File: src/hdl/alarm_clock_set_controller_assert.svh
// Assertion macros shared by the alarm clock set controller RTL.
`ifndef ALARM_CLOCK_SET_CONTROLLER_ASSERT_SVH
`define ALARM_CLOCK_SET_CONTROLLER_ASSERT_SVH

// Same-cycle implication, checked on clk and disabled during reset.
`define ACSC_ASSERT_IMP(label, ante, cons) \
	label: assert property (@(posedge clk) disable iff (!arst_n) (ante) |-> (cons)) \
		else $error("Assertion failed in alarm clock set controller.");

// Next-cycle implication, checked on clk and disabled during reset.
`define ACSC_ASSERT_NXT(label, ante, cons) \
	label: assert property (@(posedge clk) disable iff (!arst_n) (ante) |=> (cons)) \
		else $error("Assertion failed in alarm clock set controller.");

`endif

File: src/hdl/acsc_pkg.sv
// Package with constants and helper functions of the alarm clock set controller.
`default_nettype none

package acsc_pkg;

	localparam int unsigned CFG_DATA_W = 16;
	localparam int unsigned CFG_INDEX_W = 3;

	localparam logic [CFG_INDEX_W-1:0] CFG_UPDATE_PERIOD = 3'd0;
	localparam logic [CFG_INDEX_W-1:0] CFG_KEY_PERIOD = 3'd1;
	localparam logic [CFG_INDEX_W-1:0] CFG_FLASH_PERIOD = 3'd2;
	localparam logic [CFG_INDEX_W-1:0] CFG_BLINK_PERIOD = 3'd3;
	localparam logic [CFG_INDEX_W-1:0] CFG_WRAP_LIMIT = 3'd4;
	localparam logic [CFG_INDEX_W-1:0] CFG_FLASH_COUNT = 3'd5;

	localparam logic [15:0] UPDATE_PERIOD_RST = 16'd1100;
	localparam logic [15:0] KEY_PERIOD_RST = 16'd600;
	localparam logic [15:0] FLASH_PERIOD_RST = 16'd2000;
	localparam logic [15:0] BLINK_PERIOD_RST = 16'd10000;
	localparam logic [15:0] WRAP_LIMIT_RST = 16'd50000;
	localparam logic [5:0] FLASH_COUNT_RST = 6'd25;

	localparam logic [2:0] KEY_NONE = 3'd0;
	localparam logic [2:0] KEY_SET_TIME = 3'd1;
	localparam logic [2:0] KEY_SET_ALARM = 3'd2;
	localparam logic [2:0] KEY_UP = 3'd3;
	localparam logic [2:0] KEY_DOWN = 3'd4;

	localparam logic [3:0] DIGIT_BLANK = 4'd12;
	localparam logic [5:0] HOUR_MAX = 6'd23;
	localparam logic [5:0] MIN_SEC_MAX = 6'd59;

	localparam logic [4:0] RUN_HOUR_RST = 5'd23;
	localparam logic [5:0] RUN_MINUTE_RST = 6'd59;
	localparam logic [5:0] RUN_SECOND_RST = 6'd50;
	localparam logic [3:0] DIGIT_RST [6] = '{4'd2, 4'd3, 4'd5, 4'd9, 4'd5, 4'd0};

	// A period of zero counts as 65536.
	function automatic logic [16:0] period_ext(input logic [15:0] p);
		return {(p == 16'd0), p};
	endfunction

	// Residue of the tick count after one increment, or zero when wrap is set.
	function automatic logic [15:0] res_step(input logic [15:0] r, input logic [15:0] p,
		input logic wrap);
		logic [16:0] r_inc;
		r_inc = {1'b0, r} + 17'd1;
		if (wrap || (r_inc == period_ext(p))) begin
			return 16'd0;
		end
		return r_inc[15:0];
	endfunction

	function automatic logic [5:0] bcd_to_bin(input logic [6:0] bcd, input logic [5:0] limit);
		logic [6:0] t;
		logic [6:0] x;
		t = {4'd0, bcd[6:4]};
		x = (t << 3) + (t << 1) + {3'd0, bcd[3:0]};
		if (x > {1'b0, limit}) begin
			return limit;
		end
		return x[5:0];
	endfunction

	function automatic logic [3:0] tens_of(input logic [5:0] v);
		if (v >= 6'd50) begin
			return 4'd5;
		end else if (v >= 6'd40) begin
			return 4'd4;
		end else if (v >= 6'd30) begin
			return 4'd3;
		end else if (v >= 6'd20) begin
			return 4'd2;
		end else if (v >= 6'd10) begin
			return 4'd1;
		end
		return 4'd0;
	endfunction

	function automatic logic [3:0] ones_of(input logic [5:0] v);
		logic [5:0] t;
		logic [5:0] d;
		t = {2'd0, tens_of(v)};
		d = v - ((t << 3) + (t << 1));
		return d[3:0];
	endfunction

	function automatic logic [6:0] to_bcd(input logic [5:0] v);
		logic [3:0] t;
		t = tens_of(v);
		return {t[2:0], ones_of(v)};
	endfunction

	// Saturating step of one time field.
	function automatic logic [5:0] bump(input logic [5:0] v, input logic [5:0] limit,
		input logic up, input logic en);
		if (!en) begin
			return v;
		end
		if (up) begin
			return (v < limit) ? v + 6'd1 : v;
		end
		return (v > 6'd0) ? v - 6'd1 : v;
	endfunction

endpackage

`default_nettype wire

File: src/hdl/alarm_clock_set_controller.sv
// Alarm clock set controller: tick-paced time display, time setting and alarm.
//
// Each input transaction is one 100 us tick carrying the debounced key code and
// the real-time clock time in BCD. Every accepted tick gives exactly one output
// transaction with six display digits (12 is blank), the LED latch bit and an
// optional clock write (write_strobe with the BCD time to write).
// The tick is captured in an input register; the next-state logic runs in one
// pass from there into the output register, which drives out_valid; one tick
// can be accepted every cycle while no stall or resynchronization holds it off.
// When the receiver stalls, the output register holds its transaction, one
// more tick waits in the input register, and in_ready drops after that.
// Configuration writes on cfg_write/cfg_index/cfg_data take effect at once.
// Each write starts a resynchronization of the four period phase counters
// against the tick count: a bit-serial remainder unit takes each period in turn,
// and in_ready is low throughout.
// Reset restores the default periods, the time 23:59:50, alarm 00:00:00,
// the idle state and an empty pipeline; no resynchronization is needed then.
`default_nettype none
`include "alarm_clock_set_controller_assert.svh"

module alarm_clock_set_controller (
	input  logic                                clk,
	input  logic                                arst_n,
	input  logic                                cfg_write,
	input  logic [acsc_pkg::CFG_INDEX_W-1:0]    cfg_index,
	input  logic [acsc_pkg::CFG_DATA_W-1:0]     cfg_data,
	input  logic                                in_valid,
	output logic                                in_ready,
	input  logic [2:0]                          key_code,
	input  logic [5:0]                          clock_hour_bcd,
	input  logic [6:0]                          clock_minute_bcd,
	input  logic [6:0]                          clock_second_bcd,
	output logic                                out_valid,
	input  logic                                out_ready,
	output logic [3:0]                          hour_tens,
	output logic [3:0]                          hour_ones,
	output logic [3:0]                          minute_tens,
	output logic [3:0]                          minute_ones,
	output logic [3:0]                          second_tens,
	output logic [3:0]                          second_ones,
	output logic                                led_level,
	output logic                                write_strobe,
	output logic [5:0]                          write_hour_bcd,
	output logic [6:0]                          write_minute_bcd,
	output logic [6:0]                          write_second_bcd
);

	typedef enum logic [2:0] {
		ST_IDLE,
		ST_HOUR,
		ST_MINUTE,
		ST_SECOND,
		ST_RING
	} main_state_t;

	typedef enum logic [1:0] {
		MODE_NONE,
		MODE_RUNTIME,
		MODE_ALARM
	} set_mode_t;

	logic [15:0] update_period_q, key_period_q, flash_period_q, blink_period_q;
	logic [15:0] wrap_limit_q;
	logic [5:0]  flash_count_q;

	logic [15:0] tick_q;
	logic [15:0] res_upd_q, res_key_q, res_flash_q, res_blink_q;
	logic [4:0]  run_hour_q, alarm_hour_q;
	logic [5:0]  run_minute_q, run_second_q, alarm_minute_q, alarm_second_q;
	set_mode_t   set_mode_q;
	main_state_t main_state_q;
	logic        blink_q, flash_flag_q, led_q;
	logic [5:0]  flash_cnt_q;
	logic [3:0]  dig_q [6];

	logic        resync_q;
	logic [1:0]  rs_sel_q;
	logic [3:0]  rs_bit_q;
	logic [15:0] rs_rem_q;

	logic        valid_s1;
	logic [2:0]  key_s1;
	logic [5:0]  hour_s1;
	logic [6:0]  minute_s1, second_s1;

	logic        advance;
	logic [15:0] tick_inc, tick_n;
	logic        tick_top, clr;
	logic [15:0] rb1, rf1, ru1, rk1;
	logic [15:0] rb2, rf2, ru2, rk2;
	logic        blink_hit, flash_hit, upd_hit, key_hit;

	main_state_t ms;
	set_mode_t   sm;
	logic        blink_n, ff_n, led_n, wr_n, up_n, rt_n, al_n;
	logic [5:0]  fc_n, fc_inc;
	logic [5:0]  rh, rm, rs, ah, am, as_n;
	logic [5:0]  sel_h, sel_m, sel_s;
	logic [3:0]  dig_n [6];

	logic [15:0] rs_period;
	logic [16:0] rs_div, rs_sh, rs_rem_n;

	assign advance  = valid_s1 && (!out_valid || out_ready);
	assign in_ready = !resync_q && (!valid_s1 || advance);

	always_comb begin
		tick_inc  = tick_q + 16'd1;
		tick_top  = (tick_q == 16'hFFFF);
		rb1       = acsc_pkg::res_step(res_blink_q, blink_period_q, tick_top);
		rf1       = acsc_pkg::res_step(res_flash_q, flash_period_q, tick_top);
		ru1       = acsc_pkg::res_step(res_upd_q, update_period_q, tick_top);
		rk1       = acsc_pkg::res_step(res_key_q, key_period_q, tick_top);
		clr       = (tick_inc > wrap_limit_q);
		tick_n    = clr ? 16'd0 : tick_inc;
		rb2       = clr ? 16'd0 : rb1;
		rf2       = clr ? 16'd0 : rf1;
		ru2       = clr ? 16'd0 : ru1;
		rk2       = clr ? 16'd0 : rk1;
		blink_hit = (rb1 == 16'd0);
		flash_hit = (rf1 == 16'd0);
		upd_hit   = (ru2 == 16'd0);
		key_hit   = (rk2 == 16'd0);
	end

	always_comb begin
		ms      = main_state_q;
		sm      = set_mode_q;
		blink_n = blink_q ^ blink_hit;
		ff_n    = flash_flag_q;
		led_n   = led_q;
		fc_n    = flash_cnt_q;
		fc_inc  = flash_cnt_q + 6'd1;
		rh      = {1'b0, run_hour_q};
		rm      = run_minute_q;
		rs      = run_second_q;
		ah      = {1'b0, alarm_hour_q};
		am      = alarm_minute_q;
		as_n    = alarm_second_q;
		wr_n    = 1'b0;
		up_n    = (key_s1 == acsc_pkg::KEY_UP);
		rt_n    = 1'b0;
		al_n    = 1'b0;
		sel_h   = rh;
		sel_m   = rm;
		sel_s   = rs;
		for (int i = 0; i < 6; i++) begin
			dig_n[i] = dig_q[i];
		end

		if (ms == ST_RING && flash_hit) begin
			led_n = flash_flag_q;
			ff_n  = !flash_flag_q;
			fc_n  = fc_inc;
			if (fc_inc >= flash_count_q) begin
				led_n = 1'b1;
				ms    = ST_IDLE;
				fc_n  = 6'd0;
			end
		end

		if (upd_hit) begin
			if (ms == ST_IDLE) begin
				rh       = acsc_pkg::bcd_to_bin({1'b0, hour_s1}, acsc_pkg::HOUR_MAX);
				rm       = acsc_pkg::bcd_to_bin(minute_s1, acsc_pkg::MIN_SEC_MAX);
				rs       = acsc_pkg::bcd_to_bin(second_s1, acsc_pkg::MIN_SEC_MAX);
				dig_n[0] = acsc_pkg::tens_of(rh);
				dig_n[1] = acsc_pkg::ones_of(rh);
				dig_n[2] = acsc_pkg::tens_of(rm);
				dig_n[3] = acsc_pkg::ones_of(rm);
				dig_n[4] = acsc_pkg::tens_of(rs);
				dig_n[5] = acsc_pkg::ones_of(rs);
			end
			if (sm == MODE_RUNTIME || sm == MODE_ALARM) begin
				sel_h    = (sm == MODE_RUNTIME) ? rh : ah;
				sel_m    = (sm == MODE_RUNTIME) ? rm : am;
				sel_s    = (sm == MODE_RUNTIME) ? rs : as_n;
				dig_n[0] = (blink_n && ms == ST_HOUR) ? acsc_pkg::DIGIT_BLANK
					: acsc_pkg::tens_of(sel_h);
				dig_n[1] = (blink_n && ms == ST_HOUR) ? acsc_pkg::DIGIT_BLANK
					: acsc_pkg::ones_of(sel_h);
				dig_n[2] = (blink_n && ms == ST_MINUTE) ? acsc_pkg::DIGIT_BLANK
					: acsc_pkg::tens_of(sel_m);
				dig_n[3] = (blink_n && ms == ST_MINUTE) ? acsc_pkg::DIGIT_BLANK
					: acsc_pkg::ones_of(sel_m);
				dig_n[4] = (blink_n && ms == ST_SECOND) ? acsc_pkg::DIGIT_BLANK
					: acsc_pkg::tens_of(sel_s);
				dig_n[5] = (blink_n && ms == ST_SECOND) ? acsc_pkg::DIGIT_BLANK
					: acsc_pkg::ones_of(sel_s);
			end
			if (rh == ah && rm == am && rs == as_n && ms != ST_RING) begin
				ms   = ST_RING;
				fc_n = 6'd0;
			end
		end

		if (key_hit && key_s1 >= acsc_pkg::KEY_SET_TIME && key_s1 <= acsc_pkg::KEY_DOWN) begin
			if (key_s1 == acsc_pkg::KEY_SET_TIME || key_s1 == acsc_pkg::KEY_SET_ALARM) begin
				if (ms == ST_IDLE) begin
					sm = set_mode_t'(key_s1[1:0]);
				end
				if (sm == set_mode_t'(key_s1[1:0])) begin
					case (ms)
						ST_IDLE: begin
							ms = ST_HOUR;
						end
						ST_HOUR: begin
							ms = ST_MINUTE;
						end
						ST_MINUTE: begin
							ms = ST_SECOND;
						end
						ST_SECOND: begin
							wr_n = (sm == MODE_RUNTIME);
							ms   = ST_IDLE;
							sm   = MODE_NONE;
						end
						default: begin
							ms = ST_IDLE;
						end
					endcase
				end
			end else begin
				rt_n = (sm == MODE_RUNTIME);
				al_n = (sm == MODE_ALARM);
				case (ms)
					ST_HOUR: begin
						rh = acsc_pkg::bump(rh, acsc_pkg::HOUR_MAX, up_n, rt_n);
						ah = acsc_pkg::bump(ah, acsc_pkg::HOUR_MAX, up_n, al_n);
					end
					ST_MINUTE: begin
						rm = acsc_pkg::bump(rm, acsc_pkg::MIN_SEC_MAX, up_n, rt_n);
						am = acsc_pkg::bump(am, acsc_pkg::MIN_SEC_MAX, up_n, al_n);
					end
					ST_SECOND: begin
						rs   = acsc_pkg::bump(rs, acsc_pkg::MIN_SEC_MAX, up_n, rt_n);
						as_n = acsc_pkg::bump(as_n, acsc_pkg::MIN_SEC_MAX, up_n, al_n);
					end
					default: begin
					end
				endcase
			end
			if (ms == ST_RING) begin
				ms    = ST_IDLE;
				led_n = 1'b1;
			end
		end
	end

	always_comb begin
		case (rs_sel_q)
			2'd0: begin
				rs_period = update_period_q;
			end
			2'd1: begin
				rs_period = key_period_q;
			end
			2'd2: begin
				rs_period = flash_period_q;
			end
			default: begin
				rs_period = blink_period_q;
			end
		endcase
		rs_div   = acsc_pkg::period_ext(rs_period);
		rs_sh    = {rs_rem_q, tick_q[rs_bit_q]};
		rs_rem_n = (rs_sh >= rs_div) ? rs_sh - rs_div : rs_sh;
	end

	always_ff @(posedge clk or negedge arst_n) begin
		if (!arst_n) begin
			update_period_q <= acsc_pkg::UPDATE_PERIOD_RST;
			key_period_q    <= acsc_pkg::KEY_PERIOD_RST;
			flash_period_q  <= acsc_pkg::FLASH_PERIOD_RST;
			blink_period_q  <= acsc_pkg::BLINK_PERIOD_RST;
			wrap_limit_q    <= acsc_pkg::WRAP_LIMIT_RST;
			flash_count_q   <= acsc_pkg::FLASH_COUNT_RST;
		end else if (cfg_write) begin
			case (cfg_index)
				acsc_pkg::CFG_UPDATE_PERIOD: begin
					update_period_q <= cfg_data;
				end
				acsc_pkg::CFG_KEY_PERIOD: begin
					key_period_q <= cfg_data;
				end
				acsc_pkg::CFG_FLASH_PERIOD: begin
					flash_period_q <= cfg_data;
				end
				acsc_pkg::CFG_BLINK_PERIOD: begin
					blink_period_q <= cfg_data;
				end
				acsc_pkg::CFG_WRAP_LIMIT: begin
					wrap_limit_q <= cfg_data;
				end
				acsc_pkg::CFG_FLASH_COUNT: begin
					flash_count_q <= cfg_data[5:0];
				end
				default: begin
				end
			endcase
		end
	end

	always_ff @(posedge clk or negedge arst_n) begin
		if (!arst_n) begin
			valid_s1 <= 1'b0;
		end else if (in_valid && in_ready) begin
			valid_s1 <= 1'b1;
		end else if (advance) begin
			valid_s1 <= 1'b0;
		end
	end

	always_ff @(posedge clk) begin
		if (in_valid && in_ready) begin
			key_s1    <= key_code;
			hour_s1   <= clock_hour_bcd;
			minute_s1 <= clock_minute_bcd;
			second_s1 <= clock_second_bcd;
		end
	end

	always_ff @(posedge clk or negedge arst_n) begin
		if (!arst_n) begin
			resync_q <= 1'b0;
			rs_sel_q <= 2'd0;
			rs_bit_q <= 4'd15;
			rs_rem_q <= 16'd0;
		end else if (cfg_write) begin
			resync_q <= 1'b1;
			rs_sel_q <= 2'd0;
			rs_bit_q <= 4'd15;
			rs_rem_q <= 16'd0;
		end else if (resync_q) begin
			if (rs_bit_q == 4'd0) begin
				rs_bit_q <= 4'd15;
				rs_rem_q <= 16'd0;
				rs_sel_q <= rs_sel_q + 2'd1;
				resync_q <= (rs_sel_q != 2'd3);
			end else begin
				rs_bit_q <= rs_bit_q - 4'd1;
				rs_rem_q <= rs_rem_n[15:0];
			end
		end
	end

	always_ff @(posedge clk or negedge arst_n) begin
		if (!arst_n) begin
			tick_q         <= 16'd0;
			res_upd_q      <= 16'd0;
			res_key_q      <= 16'd0;
			res_flash_q    <= 16'd0;
			res_blink_q    <= 16'd0;
			run_hour_q     <= acsc_pkg::RUN_HOUR_RST;
			run_minute_q   <= acsc_pkg::RUN_MINUTE_RST;
			run_second_q   <= acsc_pkg::RUN_SECOND_RST;
			alarm_hour_q   <= 5'd0;
			alarm_minute_q <= 6'd0;
			alarm_second_q <= 6'd0;
			set_mode_q     <= MODE_NONE;
			main_state_q   <= ST_IDLE;
			blink_q        <= 1'b0;
			flash_flag_q   <= 1'b1;
			led_q          <= 1'b1;
			flash_cnt_q    <= 6'd0;
			for (int i = 0; i < 6; i++) begin
				dig_q[i] <= acsc_pkg::DIGIT_RST[i];
			end
		end else if (advance) begin
			tick_q         <= tick_n;
			res_upd_q      <= ru2;
			res_key_q      <= rk2;
			res_flash_q    <= rf2;
			res_blink_q    <= rb2;
			run_hour_q     <= rh[4:0];
			run_minute_q   <= rm;
			run_second_q   <= rs;
			alarm_hour_q   <= ah[4:0];
			alarm_minute_q <= am;
			alarm_second_q <= as_n;
			set_mode_q     <= sm;
			main_state_q   <= ms;
			blink_q        <= blink_n;
			flash_flag_q   <= ff_n;
			led_q          <= led_n;
			flash_cnt_q    <= fc_n;
			for (int i = 0; i < 6; i++) begin
				dig_q[i] <= dig_n[i];
			end
		end else if (resync_q && rs_bit_q == 4'd0) begin
			case (rs_sel_q)
				2'd0: begin
					res_upd_q <= rs_rem_n[15:0];
				end
				2'd1: begin
					res_key_q <= rs_rem_n[15:0];
				end
				2'd2: begin
					res_flash_q <= rs_rem_n[15:0];
				end
				default: begin
					res_blink_q <= rs_rem_n[15:0];
				end
			endcase
		end
	end

	always_ff @(posedge clk or negedge arst_n) begin
		if (!arst_n) begin
			out_valid <= 1'b0;
		end else if (advance) begin
			out_valid <= 1'b1;
		end else if (out_ready) begin
			out_valid <= 1'b0;
		end
	end

	always_ff @(posedge clk) begin
		if (advance) begin
			hour_tens        <= dig_n[0];
			hour_ones        <= dig_n[1];
			minute_tens      <= dig_n[2];
			minute_ones      <= dig_n[3];
			second_tens      <= dig_n[4];
			second_ones      <= dig_n[5];
			led_level        <= led_n;
			write_strobe     <= wr_n;
			write_hour_bcd   <= wr_n ? 6'(acsc_pkg::to_bcd(rh)) : 6'd0;
			write_minute_bcd <= wr_n ? acsc_pkg::to_bcd(rm) : 7'd0;
			write_second_bcd <= wr_n ? acsc_pkg::to_bcd(rs) : 7'd0;
		end
	end

	`ACSC_ASSERT_IMP(a_resync_blocks_input, resync_q, !in_ready)
	`ACSC_ASSERT_NXT(a_cfg_starts_resync, cfg_write, resync_q)
	`ACSC_ASSERT_IMP(a_no_write_zero_fields, out_valid && !write_strobe,
		write_hour_bcd == 6'd0 && write_minute_bcd == 7'd0 && write_second_bcd == 7'd0)
	`ACSC_ASSERT_IMP(a_write_hour_bcd_legal, out_valid && write_strobe,
		write_hour_bcd[3:0] <= 4'd9 && write_hour_bcd <= 6'h23)
	`ACSC_ASSERT_IMP(a_setting_has_mode,
		main_state_q == ST_HOUR || main_state_q == ST_MINUTE || main_state_q == ST_SECOND,
		set_mode_q != MODE_NONE)

endmodule

`default_nettype wire
File: config.mk
export PLATFORM = sky130hd
export DESIGN_NAME = alarm_clock_set_controller
export DESIGN_NICKNAME = d
export VERILOG_FILES = /design/src/hdl/acsc_pkg.sv /design/src/hdl/alarm_clock_set_controller.sv
export VERILOG_INCLUDE_DIRS = /design/src /design/src/hdl
export SDC_FILE = /design/constraint.sdc
export NUM_CORES = 1
export LEC_CHECK = 0
export ABC_AREA = 1
export BUFFER_PORTS_ARGS = -buffer_cell sky130_fd_sc_hd__buf_4
export CAP_MARGIN = 20
export CORE_UTILIZATION = 64
export DETAILED_ROUTE_END_ITERATION = 16
export PLACE_DENSITY_LB_ADDON = 0.3
export SETUP_SLACK_MARGIN = 0.5
export SLEW_MARGIN = 20
export SYNTH_ARGS = -nofsm -noshare
export SYNTH_HDL_FRONTEND = slang
export SYNTH_SLANG_ARGS = --single-unit
File: constraint.sdc
create_clock -name clk -period 7.17 [get_ports clk]
set_input_delay 0.717 -clock clk [delete_from_list [all_inputs] [get_ports clk]]
set_output_delay 0.717 -clock clk [all_outputs]
set_load 0.02 [all_outputs]
==> flow_metrics.tcl <==
set metrics [dict create \
    final_std_cells_w_o_fill 3914 \
    setup.worst_path.start_class "register" \
    clock_latency_at_the_later_pin_of_the_worst_skew_pair_ps 580 \
    critical_path_peak_fanout 28 \
    reg2reg_from "rs_sel_q[0]" \
    numClockSinks 332 \
    cts-buffers-inserted 37 \
    total_wire_length_mm 80.4 \
    floorplan.io_pins 95 \
    yosysSeqAreaShare_pct 36.3 \
    synthCells 3326 \
    grt_remaining_overflow 0 \
    grt_setup_unrepaired "false" \
    globalplace.congestion 1.12 \
    post_drt_wl_per_cell_um 20.5 \
    setup_tns_ps 0 \
    netlist_top_cells_area "dfrtp_1 22%, nand2_1 13%, edfxtp_1 8.6%" \
    setup_viol_count_final 0 \
    route.detailed.vias_per_inst 6.24 \
    tritoncts_clock_tree "yes" \
    fp-row-count 70 \
    first_pass_iters 8 \
    floorplan.initialDensity_pct 65.3 \
    yosys.area.top_type_share_pct 21.7 \
    fin_crit_sh_pct 90.2 \
    syn_area_per_cell_um2 7.23 \
    maxCapViolCount 0 \
    cts-hold-fix-buffers 0 \
    yosys_most_used_dff "dfrtp_1" \
    detail_route.iter0.violations 2886 \
    hold_viol 0 \
    timing.slew.headroom_pct 26.2 \
    period_needed_ps 6460 \
    cts-root-to-sink-buffers 3 \
    timing_worst_slew_pin_value_ps 1100 \
    synth-async-reset-ratio_pct 79.2 \
    final.setup_skew_ps 26.5 \
    pwr_density_mw_per_mm2 321 \
    synth_enable_flop_cells 69 \
    nets 3579 \
    ys_ff_latch 332 \
    post-synth-top-count-cell "nand2_1" \
    num_vias 24400 \
    design.core.area_mm2 0.0368 \
    power_leakage_uw 0.0129 \
    endpoint_kind "register" \
    dieArea_mm2 0.0383 \
    groute.usage.overall_pct 41.4 \
    netlist.top_cell.by_area "dfrtp_1" \
    report.final.slew_viol_count 0 \
    timing.fmax_ghz 0.155 \
    clock_tree.root_cell "clkbuf_16" \
    die_span_x_um 196 \
    min-delay-path-class "input pin to async pin" \
    post_synth_num_cell_types 77 \
    htreeDepth 2 \
    worst-setup-path-type "register to register" \
    area.growth.synth_to_final_pct 11.5 \
    worst_setup_path_startpoint "rs_sel_q[0]" \
    synth_fp_nets 3489 \
    number_of_antenna_violations_at_the_first_check_in_global_routing 2 \
    drive_gt1_share_pct 12.1 \
    buffer_ports.inserted 94 \
    synth_commonest_cells "839 x nand2_1, 450 x inv_1, 329 x o21ai_0, 267 x nor2_1, 234 x nand3_1" \
    place.detailed.instances 3824 \
    cpMaxStageDelayCell "dfrtp_1" \
    max_stage_delay_ps 450 \
    dp_hpwl_mm 59.6 \
    timing.critical_path.required_ps 7650 \
    syn_area_mm2 0.0240 \
    grt_pass1_vias 22800 \
    yosysWarnings 0 \
    critical_path_arrival_ps 6950 \
    drc 0 \
    path_clk_slew_ps 70 \
    die_y_um 196 \
    maximum_number_of_pins_on_one_net_before_global_route_repair 160 \
    cp_most_frequent_cell "a21oi_1" \
    ir_drop_v 0.000267 \
    whs_ps 176 \
    status "completed" \
    grt_first_pass_wirelength_mm 123 \
    postRouteAntennaNets 0 \
]
==> final timing paths <==
path	cells after the start	slack, ps	to
min	1	180	res_flash_q[9]
max in group asynchronous	2	5520	update_period_q[4]
min in group clk	1	320	second_s1[2]
max	29	710	res_flash_q[9]
min reg2reg	2	480	dig_q[11]
max reg2reg	29	710	res_flash_q[9]
==> through the flow <==
stage | power [µW] | worst slack, ps | utilization (%) | instance area [µm²]
2_1_floorplan | 5060 | 1420 | - | 24000
3_3_place_gp | 6160 | 866 | 68.3 | 25100
6_report | 8600 | 705 | 72.9 | 26800
3_5_place_dp | 6290 | 587 | 68.3 | 25100
5_1_grt | 9000 | 332 | 72.8 | 26800
4_1_cts | 8300 | 534 | 71.7 | 26400
==> cell families (layout without fill, tap and decap cells) <==
group | count (synthesis) | in the layout | synth area share (%)
DFF | 332 | 332 | 36.3
muxes | 6 | 6 | 0.250
other | 0 | 2 | 0
buffers and inverters | 565 | 682 | 9.15
adders and majority gates | 116 | 116 | 6.32
xor gates and xnor gates | 128 | 128 | 4.72
and+or+nand+nor | 1545 | 1546 | 28.1
AOI/OAI and AO/OA | 634 | 634 | 15.2
==> cell usage in the layout (no fill, tap or decap), types with 11 or more instances in the layout <==
| master | Yosys | layout |
|---|---|---|
| a21oi_1 | 91 | 89 |
| a31oi_1 | 20 | 20 |
| buf_4 | 6 | 131 |
| clkbuf_16 | 0 | 37 |
| dfrtp_1 | 208 | 208 |
| dfstp_2 | 55 | 55 |
| edfxtp_1 | 69 | 69 |
| ha_1 | 107 | 101 |
| inv_1 | 450 | 447 |
| inv_2 | 25 | 25 |
| nand2_1 | 839 | 828 |
| nand2_2 | 14 | 23 |
| nand3_1 | 234 | 230 |
| nand3_2 | 10 | 13 |
| nand4_1 | 61 | 61 |
| nor2_1 | 267 | 256 |
| nor2_2 | 20 | 29 |
| nor3_1 | 29 | 26 |
| nor4_1 | 19 | 18 |
| o2111ai_1 | 11 | 11 |
| o211ai_1 | 31 | 31 |
| o21ai_0 | 329 | 326 |
| o21ai_1 | 24 | 26 |
| o22ai_1 | 53 | 53 |
| or2_2 | 20 | 20 |
| xnor2_1 | 30 | 30 |
| xor2_1 | 97 | 97 |
==> report_power, final <==
group / switching [µW] / internal (µW)
combinational: 2700 / 1210
clock: 828 / 1180
sequential: 376 / 2300
total: 3910 / 4690
==> sequential cells by signal, indices dropped and copies added, names as in the netlist, 7 cells and up <==
name	count
update_period_q	16
blink_period_q	16
wrap_limit_q	16
tick_q	16
res_blink_q	16
second_s1	7
write_minute_bcd	7
minute_s1	7
res_flash_q	16
dig_q	24
flash_period_q	16
res_key_q	16
rs_rem_q	16
write_second_bcd	7
key_period_q	16
res_upd_q	16
==> critical path: cells and delay by family (launching register included) <==
kind | cells | cell delay (ps)
buffers and inverters | 3 | 520
AND/OR/NAND/NOR | 7 | 1190
flip-flops | 1 | 450
AO/OA/AOI/OAI | 17 | 3520
adder cells (fa/ha/maj) | 2 | 650
==> routing by layer <==
metal	global-route usage [%]	vias to the layer above	share of wire, %
met5	0	-	0
met4	19.7	0	5.0
met3	11.1	296	12
met2	61.4	1503	43
met1	56.4	11400	40
li1	-	11200	-
==> layout make-up <==
| type | count | area [µm²] |
|---|---|---|
| Clock buffer | 54 | 1070 |
| Sequential cell | 332 | 8720 |
| Fill cell | 2931 | 9990 |
| Clock inverter | 13 | 175 |
| Timing Repair Buffer | 136 | 1070 |
| Antenna cell | 2 | 5.00 |
| Inverter | 479 | 1810 |
| Multi-Input combinational cell | 2430 | 13400 |
| Tap cell | 468 | 586 |
==> repair_timing <==
item,in CTS,in global routing
gates resized for setup,0,60
endpoints found under the setup margin,0,85
setup buffers,0,20
(Power assumes the default switching activity.)
